`config.mk`:
```
export PLATFORM = sky130hd
export DESIGN_NAME = cdll_seq
export DESIGN_NICKNAME = d
export VERILOG_FILES = /design/src/design/cdll_pkg.sv /design/src/design/cdll_seq.sv
export SDC_FILE = /design/constraint.sdc
export NUM_CORES = 1
export LEC_CHECK = 0
export CAP_MARGIN = 30
export CELL_PAD_IN_SITES_DETAIL_PLACEMENT = 1
export CELL_PAD_IN_SITES_GLOBAL_PLACEMENT = 2
export CORE_MARGIN = 5
export CORE_UTILIZATION = 38
export CTS_BUF_LIST = sky130_fd_sc_hd__clkbuf_8
export DETAILED_ROUTE_END_ITERATION = 10
export DONT_BUFFER_PORTS = 1
export GPL_ROUTABILITY_DRIVEN = 0
export PLACE_DENSITY_LB_ADDON = 0.1
export SYNTH_ARGS = -nofsm -noshare
export SYNTH_HDL_FRONTEND = slang
export SYNTH_SLANG_ARGS = --single-unit
```
`constraint.sdc`:
```
create_clock -name i_clk -period 4.75 [get_ports i_clk]
set_input_delay 0.7125 -clock i_clk [delete_from_list [all_inputs] [get_ports i_clk]]
set_output_delay 0.7125 -clock i_clk [all_outputs]
set_load 0.02 [all_outputs]
```
`src/design/cdll_pkg.sv`:
```
// ----------------------------------------------------------------------------
// cdll_pkg: shared types and constants of the cursor linked list
// Sizes of the node pool and links, operation codes, sequencer states,
// and the structs that pass between the sequencer and the top level.
// ----------------------------------------------------------------------------
package cdll_pkg;

    // Pool and word sizes.
    localparam int POOL_DEPTH = 1024;
    localparam int DATA_W     = 32;
    localparam int IDX_W      = $clog2(POOL_DEPTH);
    // A link also holds the value POOL_DEPTH, which means no node.
    localparam int LINK_W     = $clog2(POOL_DEPTH + 1);
    localparam logic [LINK_W-1:0] NIL_LINK = LINK_W'(POOL_DEPTH);

    // Input and output field widths.
    localparam int OP_W      = 2;
    localparam int RES_BITS  = 3 * DATA_W + 3;
    localparam int OUT_W     = ((RES_BITS + 7) / 8) * 8;
    localparam int IN_W      = ((DATA_W + 7) / 8) * 8;

    // Operation codes carried in the input tuser.
    typedef enum logic [OP_W-1:0] {
        OP_INS_BEFORE = 2'd0,
        OP_INS_AFTER  = 2'd1,
        OP_MOVE_BACK  = 2'd2,
        OP_MOVE_FWD   = 2'd3
    } t_op;

    // Sequencer states.
    typedef enum logic [2:0] {
        ST_IDLE,
        ST_INS_NODE,
        ST_INS_LINK,
        ST_MV_LINK,
        ST_MV_VALUE,
        ST_MV_CAPTURE,
        ST_DONE
    } t_state;

    // Memory requests for the value, previous-link and next-link stores.
    typedef struct packed {
        logic              val_we;
        logic [IDX_W-1:0]  val_waddr;
        logic [DATA_W-1:0] val_wdata;
        logic [IDX_W-1:0]  val_raddr;
        logic              prev_we;
        logic [IDX_W-1:0]  prev_waddr;
        logic [LINK_W-1:0] prev_wdata;
        logic [IDX_W-1:0]  prev_raddr;
        logic              next_we;
        logic [IDX_W-1:0]  next_waddr;
        logic [LINK_W-1:0] next_wdata;
        logic [IDX_W-1:0]  next_raddr;
    } t_mem_req;

    // One result item.
    typedef struct packed {
        logic              pool_full;
        logic [DATA_W-1:0] next_value;
        logic              next_valid;
        logic [DATA_W-1:0] cur_value;
        logic [DATA_W-1:0] prev_value;
        logic              prev_valid;
    } t_result;

    // True when a link names a node.
    function automatic logic link_ok(input logic [LINK_W-1:0] l);
        return l < NIL_LINK;
    endfunction

endpackage

```
`src/design/cdll_seq.sv`:
```
// ----------------------------------------------------------------------------
// cdll_seq: operation sequencer of the cursor linked list
// Keeps the cursor, its two links and the three node words around it in
// registers, and reads and writes the node stores one step per cycle.
// ----------------------------------------------------------------------------
module cdll_seq (
    input  logic                          i_clk,
    input  logic                          i_rst_n,
    // Operation input.
    input  logic                          i_valid,
    output logic                          o_ready,
    input  logic [cdll_pkg::OP_W-1:0]     i_op,
    input  logic [cdll_pkg::DATA_W-1:0]   i_value,
    // Value of node 0.
    input  logic [cdll_pkg::DATA_W-1:0]   i_init_value,
    // Node store access.
    output cdll_pkg::t_mem_req            o_req,
    input  logic [cdll_pkg::DATA_W-1:0]   i_val_rdata,
    input  logic [cdll_pkg::LINK_W-1:0]   i_prev_rdata,
    input  logic [cdll_pkg::LINK_W-1:0]   i_next_rdata,
    // Result toward the output register.
    output logic                          o_res_valid,
    input  logic                          i_res_ready,
    output cdll_pkg::t_result             o_res
);

    cdll_pkg::t_state                    r_state, n_state;
    cdll_pkg::t_op                       r_op, n_op;
    logic [cdll_pkg::DATA_W-1:0]         r_val, n_val;
    logic [cdll_pkg::IDX_W-1:0]          r_cur, n_cur;
    logic [cdll_pkg::LINK_W-1:0]         r_cp, n_cp;
    logic [cdll_pkg::LINK_W-1:0]         r_cn, n_cn;
    logic [cdll_pkg::DATA_W-1:0]         r_pv, n_pv;
    logic [cdll_pkg::DATA_W-1:0]         r_cv, n_cv;
    logic [cdll_pkg::DATA_W-1:0]         r_nv, n_nv;
    logic [cdll_pkg::LINK_W-1:0]         r_used, n_used;
    logic                                r_full, n_full;
    logic                                r_zp_wr, n_zp_wr;
    logic                                r_zn_wr, n_zn_wr;

    logic [cdll_pkg::IDX_W-1:0]          new_idx;
    logic [cdll_pkg::LINK_W-1:0]         new_link;
    logic [cdll_pkg::LINK_W-1:0]         cur_link;
    logic [cdll_pkg::LINK_W-1:0]         far_link;
    cdll_pkg::t_mem_req                  req;

    // Index of the node that an insert takes, and the cursor as a link.
    assign new_idx  = r_used[cdll_pkg::IDX_W-1:0];
    assign new_link = cdll_pkg::LINK_W'(new_idx);
    assign cur_link = cdll_pkg::LINK_W'(r_cur);

    // Link read back for the new cursor. Node 0 links read as none until written.
    always_comb begin
        if (r_op == cdll_pkg::OP_MOVE_BACK) begin
            far_link = (r_cur == '0 && !r_zp_wr) ? cdll_pkg::NIL_LINK : i_prev_rdata;
        end else begin
            far_link = (r_cur == '0 && !r_zn_wr) ? cdll_pkg::NIL_LINK : i_next_rdata;
        end
    end

    // Next state, memory requests and register updates.
    always_comb begin
        n_state = r_state;
        n_op    = r_op;
        n_val   = r_val;
        n_cur   = r_cur;
        n_cp    = r_cp;
        n_cn    = r_cn;
        n_pv    = r_pv;
        n_cv    = r_cv;
        n_nv    = r_nv;
        n_used  = r_used;
        n_full  = r_full;
        req     = '0;
        o_ready     = 1'b0;
        o_res_valid = 1'b0;

        unique case (r_state)
            cdll_pkg::ST_IDLE: begin
                o_ready = 1'b1;
                if (i_valid) begin
                    n_op   = cdll_pkg::t_op'(i_op);
                    n_val  = i_value;
                    n_full = 1'b0;
                    unique case (cdll_pkg::t_op'(i_op))
                        cdll_pkg::OP_INS_BEFORE, cdll_pkg::OP_INS_AFTER: begin
                            if (r_used == cdll_pkg::NIL_LINK) begin
                                n_full  = 1'b1;
                                n_state = cdll_pkg::ST_DONE;
                            end else begin
                                n_state = cdll_pkg::ST_INS_NODE;
                            end
                        end
                        cdll_pkg::OP_MOVE_BACK: begin
                            n_state = cdll_pkg::link_ok(r_cp) ? cdll_pkg::ST_MV_LINK
                                                              : cdll_pkg::ST_DONE;
                        end
                        default: begin
                            n_state = cdll_pkg::link_ok(r_cn) ? cdll_pkg::ST_MV_LINK
                                                              : cdll_pkg::ST_DONE;
                        end
                    endcase
                end
            end

            // Write the new node: its word and both of its links.
            cdll_pkg::ST_INS_NODE: begin
                req.val_we     = 1'b1;
                req.val_waddr  = new_idx;
                req.val_wdata  = r_val;
                req.prev_we    = 1'b1;
                req.prev_waddr = new_idx;
                req.next_we    = 1'b1;
                req.next_waddr = new_idx;
                if (r_op == cdll_pkg::OP_INS_BEFORE) begin
                    req.prev_wdata = r_cp;
                    req.next_wdata = cur_link;
                end else begin
                    req.prev_wdata = cur_link;
                    req.next_wdata = r_cn;
                end
                n_state = cdll_pkg::ST_INS_LINK;
            end

            // Point the cursor and its old neighbor at the new node.
            cdll_pkg::ST_INS_LINK: begin
                if (r_op == cdll_pkg::OP_INS_BEFORE) begin
                    req.prev_we    = 1'b1;
                    req.prev_waddr = r_cur;
                    req.prev_wdata = new_link;
                    req.next_we    = cdll_pkg::link_ok(r_cp);
                    req.next_waddr = r_cp[cdll_pkg::IDX_W-1:0];
                    req.next_wdata = new_link;
                    n_cp = new_link;
                    n_pv = r_val;
                end else begin
                    req.next_we    = 1'b1;
                    req.next_waddr = r_cur;
                    req.next_wdata = new_link;
                    req.prev_we    = cdll_pkg::link_ok(r_cn);
                    req.prev_waddr = r_cn[cdll_pkg::IDX_W-1:0];
                    req.prev_wdata = new_link;
                    n_cn = new_link;
                    n_nv = r_val;
                end
                n_used  = r_used + 1'b1;
                n_state = cdll_pkg::ST_DONE;
            end

            // Shift the window by one node and read the far link of the new cursor.
            cdll_pkg::ST_MV_LINK: begin
                if (r_op == cdll_pkg::OP_MOVE_BACK) begin
                    req.prev_raddr = r_cp[cdll_pkg::IDX_W-1:0];
                    n_cur = r_cp[cdll_pkg::IDX_W-1:0];
                    n_cn  = cur_link;
                    n_nv  = r_cv;
                    n_cv  = r_pv;
                end else begin
                    req.next_raddr = r_cn[cdll_pkg::IDX_W-1:0];
                    n_cur = r_cn[cdll_pkg::IDX_W-1:0];
                    n_cp  = cur_link;
                    n_pv  = r_cv;
                    n_cv  = r_nv;
                end
                n_state = cdll_pkg::ST_MV_VALUE;
            end

            // Take the far link and read the word of the node it names.
            cdll_pkg::ST_MV_VALUE: begin
                req.val_raddr = far_link[cdll_pkg::IDX_W-1:0];
                if (r_op == cdll_pkg::OP_MOVE_BACK) begin
                    n_cp = far_link;
                end else begin
                    n_cn = far_link;
                end
                n_state = cdll_pkg::ST_MV_CAPTURE;
            end

            // Keep the far word.
            cdll_pkg::ST_MV_CAPTURE: begin
                if (r_op == cdll_pkg::OP_MOVE_BACK) begin
                    n_pv = i_val_rdata;
                end else begin
                    n_nv = i_val_rdata;
                end
                n_state = cdll_pkg::ST_DONE;
            end

            // Hand the result over once the output register can take it.
            cdll_pkg::ST_DONE: begin
                o_res_valid = 1'b1;
                if (i_res_ready) begin
                    n_state = cdll_pkg::ST_IDLE;
                end
            end

            default: begin
                n_state = cdll_pkg::ST_IDLE;
            end
        endcase
    end

    // Node 0 links become readable from the stores once they are written.
    assign n_zp_wr = r_zp_wr | (req.prev_we && req.prev_waddr == '0);
    assign n_zn_wr = r_zn_wr | (req.next_we && req.next_waddr == '0);

    // Control registers.
    always_ff @(posedge i_clk) begin
        if (!i_rst_n) begin
            r_state <= cdll_pkg::ST_IDLE;
            r_cur   <= '0;
            r_cp    <= cdll_pkg::NIL_LINK;
            r_cn    <= cdll_pkg::NIL_LINK;
            r_used  <= cdll_pkg::LINK_W'(1);
            r_full  <= 1'b0;
            r_zp_wr <= 1'b0;
            r_zn_wr <= 1'b0;
        end else begin
            r_state <= n_state;
            r_cur   <= n_cur;
            r_cp    <= n_cp;
            r_cn    <= n_cn;
            r_used  <= n_used;
            r_full  <= n_full;
            r_zp_wr <= n_zp_wr;
            r_zn_wr <= n_zn_wr;
        end
    end

    // Operation and cached node words.
    always_ff @(posedge i_clk) begin
        r_op  <= n_op;
        r_val <= n_val;
        r_pv  <= n_pv;
        r_cv  <= n_cv;
        r_nv  <= n_nv;
    end

    // Result: node 0 always shows the live init value.
    always_comb begin
        o_res.prev_valid = cdll_pkg::link_ok(r_cp);
        o_res.prev_value = !cdll_pkg::link_ok(r_cp) ? '0 :
                           (r_cp == '0) ? i_init_value : r_pv;
        o_res.cur_value  = (r_cur == '0) ? i_init_value : r_cv;
        o_res.next_valid = cdll_pkg::link_ok(r_cn);
        o_res.next_value = !cdll_pkg::link_ok(r_cn) ? '0 :
                           (r_cn == '0) ? i_init_value : r_nv;
        o_res.pool_full  = r_full;
    end

    assign o_req = req;

endmodule

```
==> flow_metrics.py <==
metrics = {
    "floorplan": {
        "fp.dieH_um": 170.8,
        "num_io_pins": 342,
        "horiz_die_dim_um": 170.8,
        "die_area_um2": 29160,
        "initial_utilization_pct": 38.77,
        "coreArea_um2": 25330,
        "rows": 58,
    },
    "sta": {
        "setup_tns_ns": 0,
        "worst-slew-pin-transition_ns": 1.023,
        "setup_viol": 0,
        "report.final.hold_viol_count": 0,
        "final.setup_skew_ns": 0.02056,
        "tightest_slew_margin_relative_to_the_limit_pct": 31.09,
        "final-max-slew-violation-count": 0,
        "max_clock_freq_mhz": 251.0,
        "fin_crit_sh_pct": 83.88,
        "fin_crit_ns": 3.984,
        "grt_setup_unrepaired": "no",
    },
    "synthesis": {
        "synthesis.nets": 1225,
        "synth-async-reset-ratio_pct": 0,
        "post_synth_main_area_contributors": "sky130_fd_sc_hd__edfxtp_1, sky130_fd_sc_hd__nand2_1, sky130_fd_sc_hd__dfxtp_1",
        "synth-seq-area-share_pct": 49.75,
        "synth_top_flop_cell": "sky130_fd_sc_hd__edfxtp_1",
        "yosys_warnings": 0,
        "postSynthRegisterBits": 179,
        "synth_top_area_share_pct": 39.76,
        "synthCells": 1099,
        "post-synth-top-area-cell": "sky130_fd_sc_hd__edfxtp_1",
        "netlist-cell-type-count": 51,
        "synthesis.area_per_instance_um2": 8.935,
        "post_synth_instance_area_um2": 9819,
        "number_of_enable_type_register_cells_in_the_synthesized_netlist": 130,
    },
    "detailed_routing": {
        "route.detailed.vias_per_inst": 5.970,
        "post-route-drc-count": 0,
        "detail_route.first_pass.iterations": 5,
        "average_wire_per_cell_in_the_routed_design_um": 27.45,
        "route.final.wire_length_mm": 38.10,
        "post_drt_antenna_nets": 0,
        "drt_first_iter_violations": 651,
        "total_vias_in_the_final_route": 8287,
    },
    "cts": {
        "cts_root_buffer": "sky130_fd_sc_hd__clkbuf_8",
        "cts-hold-fix-buffers": 0,
        "cts.clk_slew.worst_paths_ns": 0.11,
        "htreeDepth": 4,
        "cts.sinks": 179,
        "tritoncts": "yes",
        "worstSkewPairLatency_ns": 0.47,
        "max-clock-path-buffers": 2,
        "cts-resized-gates": 0,
        "cts_setup_buffers": 0,
        "cts_made_buffers": 17,
    },
    "layout": {
        "layout-drive-gt1-share_pct": 10.60,
        "syn_to_final_growth_pct": 6.613,
        "final_net_count": 1172,
        "layout_common_cells": "sky130_fd_sc_hd__nand2_1, sky130_fd_sc_hd__edfxtp_1, sky130_fd_sc_hd__a21oi_1, sky130_fd_sc_hd__o21ai_0, sky130_fd_sc_hd__dfxtp_1",
        "final_common_cell": "sky130_fd_sc_hd__nand2_1",
        "post-route-cell-area_um2": 10470,
    },
    "critical_path": {
        "critical_path_arrival_ns": 3.27,
        "endpoint_kind": "primary output",
        "worstPathMaxFanout": 33,
        "critPathKind": "reg2out",
        "start_kind": "flop",
        "worst-endpoint-required_ns": 4.04,
    },
    "global_routing": {
        "first_global_vias": 8225,
        "grt.total_usage_pct": 24.99,
        "gr-usage-met3_pct": 5.591,
        "use_met2_pct": 41.08,
        "grt_overflow": 0,
        "grt.met1_usage_pct": 33.68,
        "number_of_antenna_violations_at_the_first_check_in_global_routing": 2,
        "grt_start_max_net_pins": 54,
        "wire_length_of_the_first_global_routing_pass_mm": 54.79,
        "global_route.peak_usage_layer": "met2",
    },
    "job": {
        "cap_violations": 0,
    },
    "pwr": {
        "leakage_component_of_the_power_uw": 0.004247,
        "power.ir.vdd_worst_mv": 0.1668,
        "power.density_cell_area_nw_per_um2": 430.4,
    },
    "min_path": {
        "hold_class": "in2reg",
    },
    "placed_design": {
        "place_area_um2": 10080,
        "port-buffer-count": 0,
        "post-dp-hpwl_mm": 26.40,
    },
    "outcome": {
        "status": "complete, no violations",
    },
}
==> cell type report <==
type,instances,area [µm²]
sequential,179,4887
clock buffer,17,234.0
tap,330,412.9
fill,2947,14860
antenna,1,2.502
inverter,16,60.06
clock inverter,13,151.4
timing repair buffer,19,187.7
multi-input combinational,813,4533
==> worst max-delay path, cell delays in order (launching register included) <==
cell and delay (ns):
sky130_fd_sc_hd__dfxtp_1 0.66, sky130_fd_sc_hd__or3b_1 0.78, sky130_fd_sc_hd__inv_2 0.74, sky130_fd_sc_hd__buf_4 0.34
sky130_fd_sc_hd__and2_1 0.27
==> flip-flops by register name (all words and copies together), names as in the netlist <==
| name | count |
|---|---|
| r_cv | 32 |
| r_nv | 32 |
| r_pv | 32 |
| r_val | 32 |
| r_cn | 11 |
| r_cp | 11 |
| r_used | 11 |
| r_cur | 10 |
| r_state | 3 |
| r_op | 2 |
| r_full | 1 |
| r_zn_wr | 1 |
| r_zp_wr | 1 |
==> worst paths after layout <==
kind	from	cells after the start	end	slack, ns
worst max register to register	r_state[0]	5	r_pv[29]	1.84
worst max-delay path	r_state[0]	4	o_req[101]	0.77
worst min-delay path	i_value[5]	0	r_val[5]	0.32
worst min register to register	r_used[10]	2	r_used[10]	0.51
==> Yosys cell counts, types with 2 or more instances <==
cell type                  number
sky130_fd_sc_hd__a31oi_1       11
sky130_fd_sc_hd__nor3_1        11
sky130_fd_sc_hd__nand2_1      363
sky130_fd_sc_hd__o22ai_1        2
sky130_fd_sc_hd__and3_1        22
sky130_fd_sc_hd__o211ai_1       2
sky130_fd_sc_hd__buf_2          7
sky130_fd_sc_hd__buf_1          4
sky130_fd_sc_hd__mux2i_1       20
sky130_fd_sc_hd__inv_1         15
sky130_fd_sc_hd__mux2_2         3
sky130_fd_sc_hd__or4_1          3
sky130_fd_sc_hd__o21ai_0       67
sky130_fd_sc_hd__ha_1           2
sky130_fd_sc_hd__nor3b_1        2
sky130_fd_sc_hd__or3_1          3
sky130_fd_sc_hd__nor4_1         6
sky130_fd_sc_hd__nand2b_1       4
sky130_fd_sc_hd__or2_2          2
sky130_fd_sc_hd__o211a_1       10
sky130_fd_sc_hd__nand3_1       16
sky130_fd_sc_hd__o221ai_1       2
sky130_fd_sc_hd__xnor2_1        8
sky130_fd_sc_hd__nor2b_1        7
sky130_fd_sc_hd__a222oi_1      10
sky130_fd_sc_hd__mux2_4        30
sky130_fd_sc_hd__edfxtp_1     130
sky130_fd_sc_hd__clkbuf_1      73
sky130_fd_sc_hd__a22oi_1       33
sky130_fd_sc_hd__buf_6          6
sky130_fd_sc_hd__nand4_1        5
sky130_fd_sc_hd__a21oi_1       81
sky130_fd_sc_hd__a21boi_0       3
sky130_fd_sc_hd__dfxtp_1       49
sky130_fd_sc_hd__and4_1         2
sky130_fd_sc_hd__and2_1        42
sky130_fd_sc_hd__nor2_1        20
sky130_fd_sc_hd__nand2_2       10
==> per-layer routing <==
layer | part of all wire, % | vias to the layer above
met5 | 0 | -
met4 | 2.0 | 0
met3 | 7.4 | 36
met2 | 48 | 334
met1 | 43 | 4198
li1 | - | 3719
==> per-stage QoR <==
| step | utilization (%) | std cells | setup WS, ns | power, µW | hold slack (ns) |
|---|---|---|---|---|---|
| finish | 41.33 | 1388 | 0.7659 | 4506 | 0.3245 |
| global route | 41.33 | 1388 | 0.5305 | 4714 | 0.2766 |
| CTS | 41.33 | 1387 | 0.7483 | 4544 | 0.2974 |
| detailed placement | 39.80 | 1357 | 1.286 | 3485 | 0.5020 |
| global placement | 39.62 | 1355 | 1.332 | 3451 | 0.4854 |
| floorplan | - | 1099 | 1.227 | 3079 | 0.4645 |
==> logic make-up (layout without fill, tap and decap cells) <==
family	count (synthesis)	after routing	share of synthesized area, %
compound gates	226	226	13.99
xor+xnor	8	8	0.7136
fa+ha+maj	2	2	0.2548
buf+inv	107	65	4.676
flops	179	179	49.75
mux	53	53	6.970
other cells	0	1	0
simple gates	524	524	23.65
==> report_power, final <==
group | switching (µW) | leakage [µW] | internal (µW) | total [µW]
combinational | 984 | 0.00247 | 395 | 1380
clock | 598 | 0.000182 | 471 | 1070
sequential | 174 | 0.00159 | 1890 | 2060
Power figures use the tool's default switching activity.
